$ cat src/rtl/affine_gap_global_aligner_core_defines.svh
// Assertion macros for the affine-gap aligner core.
// Included by files that carry concurrent checks; no other dependencies.
`ifndef AFFINE_GAP_GLOBAL_ALIGNER_CORE_DEFINES_SVH
`define AFFINE_GAP_GLOBAL_ALIGNER_CORE_DEFINES_SVH

// Same-cycle implication, disabled while reset is low.
`define AGGA_ASSERT_NOW(label, clk, rstn, ante, cons, msg) \
    label: assert property (@(posedge clk) disable iff (!(rstn)) (ante) |-> (cons)) \
        else $error(msg);

// Next-cycle implication, disabled while reset is low.
`define AGGA_ASSERT_NEXT(label, clk, rstn, ante, cons, msg) \
    label: assert property (@(posedge clk) disable iff (!(rstn)) (ante) |=> (cons)) \
        else $error(msg);

`endif

$ cat src/rtl/agga_pkg.sv
// Shared types, constants and score helpers for the affine-gap aligner.
// No dependencies; used by the controller, datapath and top level.
`timescale 1ns / 1ps
package agga_pkg;

    localparam int MAX_LEN_DEF = 32;
    localparam int ALPHA       = 26;
    localparam int SYM_W       = 5;
    localparam int POS_W       = 5;
    localparam int SCORE_W     = 16;
    localparam int OP_W        = 2;
    localparam int GO_W        = 7;
    localparam int GE_W        = 5;
    localparam int ENTRY_W     = 5;
    localparam int CFG_AW      = 1;

    typedef logic signed [SCORE_W-1:0] score_t;
    localparam score_t NEG_INF = 16'sh8000;

    // Input operation codes
    typedef enum logic [OP_W-1:0] {
        OP_FIRST  = 2'd0,
        OP_SECOND = 2'd1,
        OP_TABLE  = 2'd2,
        OP_ALIGN  = 2'd3
    } op_e;

    // Configuration register indexes
    localparam logic [CFG_AW-1:0] CFG_GAP_OPEN   = 1'b0;
    localparam logic [CFG_AW-1:0] CFG_GAP_EXTEND = 1'b1;

    // Traceback modes
    typedef enum logic [1:0] {
        MODE_M,
        MODE_H,
        MODE_V
    } mode_t;

    // Datapath commands issued by the controller
    typedef enum logic [4:0] {
        CMD_NONE,
        CMD_LOAD,
        CMD_INIT_ORG,
        CMD_INIT_COL,
        CMD_COL_START,
        CMD_COL_LAT,
        CMD_COL_END,
        CMD_CELL_RD,
        CMD_CELL_SUB,
        CMD_CELL_CALC,
        CMD_TB_INIT,
        CMD_TB_RD,
        CMD_TB_SET,
        CMD_TB_A,
        CMD_TB_B,
        CMD_TB_C,
        CMD_TAIL_WR,
        CMD_EMIT_LD,
        CMD_FINISH
    } dp_cmd_t;

    // Datapath status back to the controller
    typedef struct packed {
        logic init_more;
        logic col_last;
        logic n2_zero;
        logic cell_last;
        logic tb_loop;
        logic tail_any;
        logic cnt_zero;
        logic out_last;
        logic out_taken;
    } dp_status_t;

    // One traceback entry
    typedef struct packed {
        logic [SYM_W-1:0] sym;
        logic             pair;
        logic [POS_W-1:0] pos1;
        logic [POS_W-1:0] pos2;
    } trace_t;

    // Add a cost, keeping minus infinity sticky
    function automatic score_t add_cost(score_t a, score_t c);
        add_cost = (a == NEG_INF) ? NEG_INF : score_t'(a + c);
    endfunction

    function automatic score_t max2(score_t a, score_t b);
        max2 = (a > b) ? a : b;
    endfunction

endpackage

$ cat src/rtl/agga_ctrl.sv
// Sequencing state machine for the aligner: load, fill, traceback, emit.
// Depends on agga_pkg; drives agga_dp through a command code.
`timescale 1ns / 1ps
module agga_ctrl (
    input  logic                  aclk,
    input  logic                  aresetn,
    input  logic                  s_valid,
    input  logic [agga_pkg::OP_W-1:0] s_op,
    output logic                  s_ready,
    input  agga_pkg::dp_status_t  status,
    output agga_pkg::dp_cmd_t     cmd
);
    import agga_pkg::*;

    typedef enum logic [4:0] {
        ST_IDLE,
        ST_INIT_ORG,
        ST_INIT_COL,
        ST_COL_START,
        ST_COL_LAT,
        ST_COL_END,
        ST_CELL_RD,
        ST_CELL_SUB,
        ST_CELL_CALC,
        ST_TB_INIT,
        ST_TB_RD,
        ST_TB_SET,
        ST_TB_CHK,
        ST_TB_A,
        ST_TB_B,
        ST_TB_C,
        ST_TAIL_WR,
        ST_TAIL_CHK,
        ST_EMIT_RD,
        ST_EMIT_LD,
        ST_EMIT_WAIT,
        ST_FINISH
    } state_t;

    state_t state_reg, state_next;
    logic   s_ready_reg;

    // Next state
    always_comb begin
        state_next = state_reg;
        unique case (state_reg)
            ST_IDLE: begin
                if (s_valid && (op_e'(s_op) == OP_ALIGN)) begin
                    state_next = ST_INIT_ORG;
                end
            end
            ST_INIT_ORG:  state_next = ST_INIT_COL;
            ST_INIT_COL: begin
                if (!status.init_more) begin
                    state_next = status.n2_zero ? ST_TB_INIT : ST_COL_START;
                end
            end
            ST_COL_START: state_next = ST_COL_LAT;
            ST_COL_LAT:   state_next = status.init_more ? ST_CELL_RD : ST_COL_END;
            ST_CELL_RD:   state_next = ST_CELL_SUB;
            ST_CELL_SUB:  state_next = ST_CELL_CALC;
            ST_CELL_CALC: state_next = status.cell_last ? ST_COL_END : ST_CELL_RD;
            ST_COL_END:   state_next = status.col_last ? ST_TB_INIT : ST_COL_START;
            ST_TB_INIT:   state_next = ST_TB_RD;
            ST_TB_RD:     state_next = ST_TB_SET;
            ST_TB_SET:    state_next = ST_TB_CHK;
            ST_TB_CHK: begin
                if (status.tb_loop) begin
                    state_next = ST_TB_A;
                end else if (status.tail_any) begin
                    state_next = ST_TAIL_WR;
                end else begin
                    state_next = status.cnt_zero ? ST_FINISH : ST_EMIT_RD;
                end
            end
            ST_TB_A:      state_next = ST_TB_B;
            ST_TB_B:      state_next = ST_TB_C;
            ST_TB_C:      state_next = ST_TB_CHK;
            ST_TAIL_WR:   state_next = ST_TAIL_CHK;
            ST_TAIL_CHK: begin
                if (status.tail_any) begin
                    state_next = ST_TAIL_WR;
                end else begin
                    state_next = status.cnt_zero ? ST_FINISH : ST_EMIT_RD;
                end
            end
            ST_EMIT_RD:   state_next = ST_EMIT_LD;
            ST_EMIT_LD:   state_next = ST_EMIT_WAIT;
            ST_EMIT_WAIT: begin
                if (status.out_taken) begin
                    state_next = status.out_last ? ST_FINISH : ST_EMIT_RD;
                end
            end
            ST_FINISH:    state_next = ST_IDLE;
            default:      state_next = ST_IDLE;
        endcase
    end

    // Hold state and the input ready flag
    always_ff @(posedge aclk) begin
        if (!aresetn) begin
            state_reg   <= ST_IDLE;
            s_ready_reg <= 1'b1;
        end else begin
            state_reg   <= state_next;
            s_ready_reg <= (state_next == ST_IDLE);
        end
    end

    assign s_ready = s_ready_reg;

    // Decode state into a datapath command
    always_comb begin
        unique case (state_reg)
            ST_IDLE: begin
                cmd = (s_valid && (op_e'(s_op) != OP_ALIGN)) ? CMD_LOAD : CMD_NONE;
            end
            ST_INIT_ORG:  cmd = CMD_INIT_ORG;
            ST_INIT_COL:  cmd = CMD_INIT_COL;
            ST_COL_START: cmd = CMD_COL_START;
            ST_COL_LAT:   cmd = CMD_COL_LAT;
            ST_COL_END:   cmd = CMD_COL_END;
            ST_CELL_RD:   cmd = CMD_CELL_RD;
            ST_CELL_SUB:  cmd = CMD_CELL_SUB;
            ST_CELL_CALC: cmd = CMD_CELL_CALC;
            ST_TB_INIT:   cmd = CMD_TB_INIT;
            ST_TB_RD:     cmd = CMD_TB_RD;
            ST_TB_SET:    cmd = CMD_TB_SET;
            ST_TB_A:      cmd = CMD_TB_A;
            ST_TB_B:      cmd = CMD_TB_B;
            ST_TB_C:      cmd = CMD_TB_C;
            ST_TAIL_WR:   cmd = CMD_TAIL_WR;
            ST_EMIT_LD:   cmd = CMD_EMIT_LD;
            ST_FINISH:    cmd = CMD_FINISH;
            default:      cmd = CMD_NONE;
        endcase
    end

endmodule

$ cat config.mk
export PLATFORM = sky130hd
export DESIGN_NAME = agga_ctrl
export DESIGN_NICKNAME = d
export VERILOG_FILES = /design/src/rtl/affine_gap_global_aligner_core_defines.svh /design/src/rtl/agga_pkg.sv /design/src/rtl/agga_ctrl.sv
export SDC_FILE = /design/constraint.sdc
export NUM_CORES = 1
export LEC_CHECK = 0
export BUFFER_PORTS_ARGS = -buffer_cell sky130_fd_sc_hd__buf_4
export CORE_MARGIN = 2
export CORE_UTILIZATION = 46
export DETAILED_ROUTE_END_ITERATION = 16
export PLACE_DENSITY = 0.83
export SLEW_MARGIN = 20
export SYNTH_ARGS = -nofsm -noshare
export SYNTH_HDL_FRONTEND = slang
export SYNTH_SLANG_ARGS = --single-unit
$ cat constraint.sdc
create_clock -name aclk -period 1.6 [get_ports aclk]
set_clock_uncertainty 0.05 [all_clocks]
set_input_delay 0 -clock aclk [delete_from_list [all_inputs] [get_ports aclk]]
set_output_delay 0 -clock aclk [all_outputs]
set_load 0.02 [all_outputs]
**After elaboration in Yosys (flattened, before gate mapping)**

Cells that the tools add are included.

- Equal/unequal tests: 23
- Mux-type cells: 14
- Reductions and logical operators: 5

Operator list:

| operator | number |
|---|---|
| one-hot mux 5 bit (20 select lines) | 1 |
| one-hot mux 5 bit (18 select lines) | 1 |
| == test 5 x 4 -> 1 bit, second input constant | 8 |
| == test 5 bit, second input constant | 6 |
| == test 5 x 3 -> 1 bit, second input constant | 4 |
| two-way mux 5 bit | 4 |
| == test 5 x 2 -> 1 bit, second input constant | 2 |
| zero test 5 bit | 2 |
| two-way mux 3 bit | 3 |
| two-way mux 4 bit | 2 |
| == test 5 x 1 -> 1 bit, second input constant | 1 |
| two-way mux 2 bit | 2 |
| == test 2 bit, second input constant | 1 |
| logical AND 1 bit | 2 |
| != test 2 bit, second input constant | 1 |
| OR reduction 2 bit | 1 |
| two-way mux 1 bit | 1 |

- Input port bits: 14
- Flip-flop bits (word level): 6
- Logic and storage cells: 44
- Output and inout bits: 6

**Longest topological paths before layout**

- Depth after elaboration: 5
- Gate-level depth with buffers: 7
- Mapped depth without buffers: 5

**Worst setup path before layout**

No wires, ideal clock.

- Path kind: register to register
- From: reg state_reg[4]
- To: reg s_ready_reg (netlist: s_ready)
- Required time: 1.454 ns
- Arrival: 1.525 ns
- Path buffers: 1
- Setup slack: -0.071 ns
- Stages on the path, launching flop included: 7
- Setup time: 0.096 ns
- Period minus slack after synthesis: 1.671 ns
- Cell sequence: dfxtp_1 buf_6 nor2b_1 a311oi_2 o21ai_1 a2111o_1 o41ai_2

- Cells in the longest elaborated chain, start to end: 4
- Elaborated cells between the ends (all ways): 27
- Those cells by class: 20 x eq/ne; 4 x mux; 3 x reduce/logical

Ends and longest elaborated chain:

| item | line | text |
|---|---|---|
| start, declared | agga_ctrl.sv:40 | `state_t state_reg, state_next;` |
| start signal, assigned | agga_ctrl.sv:105 | `state_reg <= state_next;` |
| == test 5 x 4 -> 1 bit | agga_ctrl.sv:46 | `unique case (state_reg)` |
| OR reduction 2 bit (no source line) | -- |  |
| one-hot mux 5 bit (20 select lines) (*) | agga_ctrl.sv:46 |  |
| zero test 5 bit (*) | agga_ctrl.sv:106 | `s_ready_reg <= (state_next == ST_IDLE);` |
| end signal, assigned | agga_ctrl.sv:106 |  |
| end, declared | agga_ctrl.sv:41 | `logic s_ready_reg;` |

Every way passes the cells marked *; elsewhere a longest branch is shown, timed or not.
A chain may end at the register's enable or synchronous reset.

**Worst setup path in the final report**

- From: reg state_reg[2]
- To: reg s_ready_reg (netlist: s_ready)

The elaborated chain is that of the path after synthesis.

==> results.sh <==
export IMPL_status="finished, violations left"
export IMPL_violations="negative setup slack"
export IMPL_hp_class="primary input to flip-flop"
export IMPL_drv_cap=0
export IMPL_die_area_um2=1930
export IMPL_clk_root_buffer_cell="clkbuf_4"
export IMPL_hpwl_um=2060
export IMPL_async_reset_ff_share_pct=0
export IMPL_path_max_fanout=11
export IMPL_grt_usage_pct=28.3
export IMPL_die_width_um=44.0
export IMPL_gp_congestion=0.942
export IMPL_first_global_vias=969
export IMPL_cp_required_ns=1.67
export IMPL_initial_core_util_pct=48.8
export IMPL_arrival_ns=1.86
export IMPL_cts_num_sinks=6
export IMPL_antenna_cells=0
export IMPL_timing_final_hold_violations=0
export IMPL_worst_pin_slew_ns=0.457
export IMPL_htreeDepth=1
export IMPL_synth_ff_type="dfxtp_1"
export IMPL_multi_input_area_um2=566
export IMPL_maxSlewHeadroom_pct=69.5
export IMPL_synth_edf_count=0
export IMPL_startpoint_type="flip-flop"
export IMPL_drive_gt1_share_pct=42.6
export IMPL_syn_cell_area_um2=734
export IMPL_die_h_um=44.0
export IMPL_syn_inst=106
export IMPL_seq_area_frac_synth_pct=16.4
export IMPL_clk_latency_ns=0.23
export IMPL_clk_pin_slew_ns=0.04
export IMPL_fp_row_count=14
export IMPL_finalNetCount=164
export IMPL_wire_per_inst_um=16.2
export IMPL_viasPerCell=6.49
export IMPL_path_class="flip-flop to flip-flop"
export IMPL_vias=1065
export IMPL_core_um2=1510
export IMPL_remaining_drc_errors=0
export IMPL_holdWs_ns=0.0437
export IMPL_final_min_clock_period_ns=1.80
export IMPL_area_growth_pct=53.8
export IMPL_overflow=0
export IMPL_ys_ff_latch=6
export IMPL_grt_max_degree=13
export IMPL_fin_ws_ns=-0.195
export IMPL_min_period_over_period_pct=112
export IMPL_fin_tns_setup_ns=-0.255
export IMPL_post_cts_repair_setup_buffers=0
export IMPL_hold_depth=3
export IMPL_syn_area_per_cell_um2=6.93
export IMPL_slew_violations=0
export IMPL_ir_drop_v=0.000620
export IMPL_ys_types=46
export IMPL_largest_reg_flops=5
export IMPL_yosysWarnings=0
export IMPL_fillCellCount=108
export IMPL_cts_buffers=3
export IMPL_finalSetupViolCount=4
export IMPL_regArea_um2=133
export IMPL_syn_nets=120
export IMPL_grt_setup_unrepaired="yes"
export IMPL_p_leak_nw=0.504
export IMPL_instances_no_fill=164
export IMPL_max_freq_ghz=0.557
export IMPL_io_buffers=19
export IMPL_antenna_found_initial=0
export IMPL_pwr_density_cell_nw_per_um2=1160
export IMPL_cts_tree="yes"
export IMPL_ant_nets=0
export IMPL_finalWirelength_um=2660
export IMPL_clockBufferDepth=2
export IMPL_ios=20
export IMPL_r2r_cells=6
export IMPL_dp_cells=160
export IMPL_grt_pass1_wl_um=4130
export IMPL_firstDrtPassIters=5
export IMPL_drtIter0Drc=67
export IMPL_end_kind="flip-flop"
worst max-delay path, stage by stage, from the launching register on:
cell      delay, ns
dfxtp_4        0.38
nor2b_2        0.17
buf_4          0.15
a22oi_1        0.16
o221ai_1       0.20
a211o_1        0.32
o41ai_2        0.27
layout by cell type (no fill, tap or decap), drive strengths merged, types with 2 or more instances in the layout:
cell / Yosys / routed
nor2b: 5 / 5
a21oi: 7 / 7
buf: 6 / 47
o31ai: 2 / 2
a2111oi: 3 / 3
nor4: 2 / 2
and2: 4 / 4
a211o: 2 / 2
o21ai: 9 / 9
clkbuf: 3 / 3
o41ai: 2 / 2
dfxtp: 6 / 6
nor2: 9 / 9
nor3: 3 / 3
and3: 3 / 3
inv: 5 / 5
nand2: 11 / 11
final cells by class:
cell class,instances,area share [%]
timing repair buffer,48,32.8
multi-input combinational,86,50.1
inverter,5,1.66
tap,16,1.77
sequential,6,11.7
clock buffer,3,1.99
metrics by stage:
step | utilization (%) | total power [mW] | worst slack [ns] | cell area (um2)
5_1_grt | 75.0 | 1.38 | -0.236 | 1130
3_3_place_gp | 70.7 | 1.09 | -0.142 | 1060
3_5_place_dp | 70.7 | 1.13 | -0.246 | 1060
6_report | 75.0 | 1.31 | -0.195 | 1130
2_1_floorplan | - | 0.743 | -0.00696 | 744
4_1_cts | 74.4 | 1.28 | -0.146 | 1120
synth_stat cells (2+ instances only):
library cell	count	share of area (%)
buf_4	2	2.0
clkbuf_1	3	1.5
o31ai_1	2	2.0
a2111oi_0	3	3.6
o21ai_1	4	2.7
a21oi_1	7	4.8
inv_2	2	1.0
nor2_1	9	4.6
nor4_1	2	1.7
nor3_1	3	2.0
and2_1	4	3.4
nand2_1	11	5.6
and3_1	3	2.6
nor2b_1	5	4.3
inv_1	3	1.5
buf_2	3	2.0
dfxtp_1	6	16
a211o_1	2	2.4
o21ai_0	5	3.4
where the power goes:
group | switching [mW] | internal [mW]
Sequential | 0.0548 | 0.193
Combinational | 0.478 | 0.453
Clock | 0.0475 | 0.0844
Total | 0.580 | 0.731
routing by layer:
metal | vias up | share of wire, % | GRT usage [%]
li1 | 489 | - | -
met1 | 484 | 38 | 33.2
met2 | 75 | 48 | 51.2
met3 | 17 | 10 | 7.50
met4 | 0 | 3.7 | 5.45
met5 | - | 0 | 0
path summary, 6_finish.rpt:
| check | to | start | slack [ns] |
|---|---|---|---|
| max | s_ready | state_reg[2] | -0.20 |
| min | state_reg[2] | status[2] | 0.04 |
| max reg2reg | s_ready | state_reg[2] | -0.20 |
| min reg2reg | state_reg[4] | state_reg[1] | 0.74 |
repair_timing:
action                                 CTS  global route
setup endpoints to repair                7             5
hold buffers                             1             0
endpoints found under the hold margin    5             0
gates resized for setup                 12             3
pin swaps                                1             0
cell families after synthesis:
| logic type | count (synthesis) | synth area share, % |
|---|---|---|
| and+or+nand+nor | 46 | 33.2 |
| AOI/OAI and AO/OA | 40 | 40.7 |
| buffers and inverters | 14 | 9.71 |
| DFF | 6 | 16.4 |
Note: power is estimated with default switching activity, not from simulation.
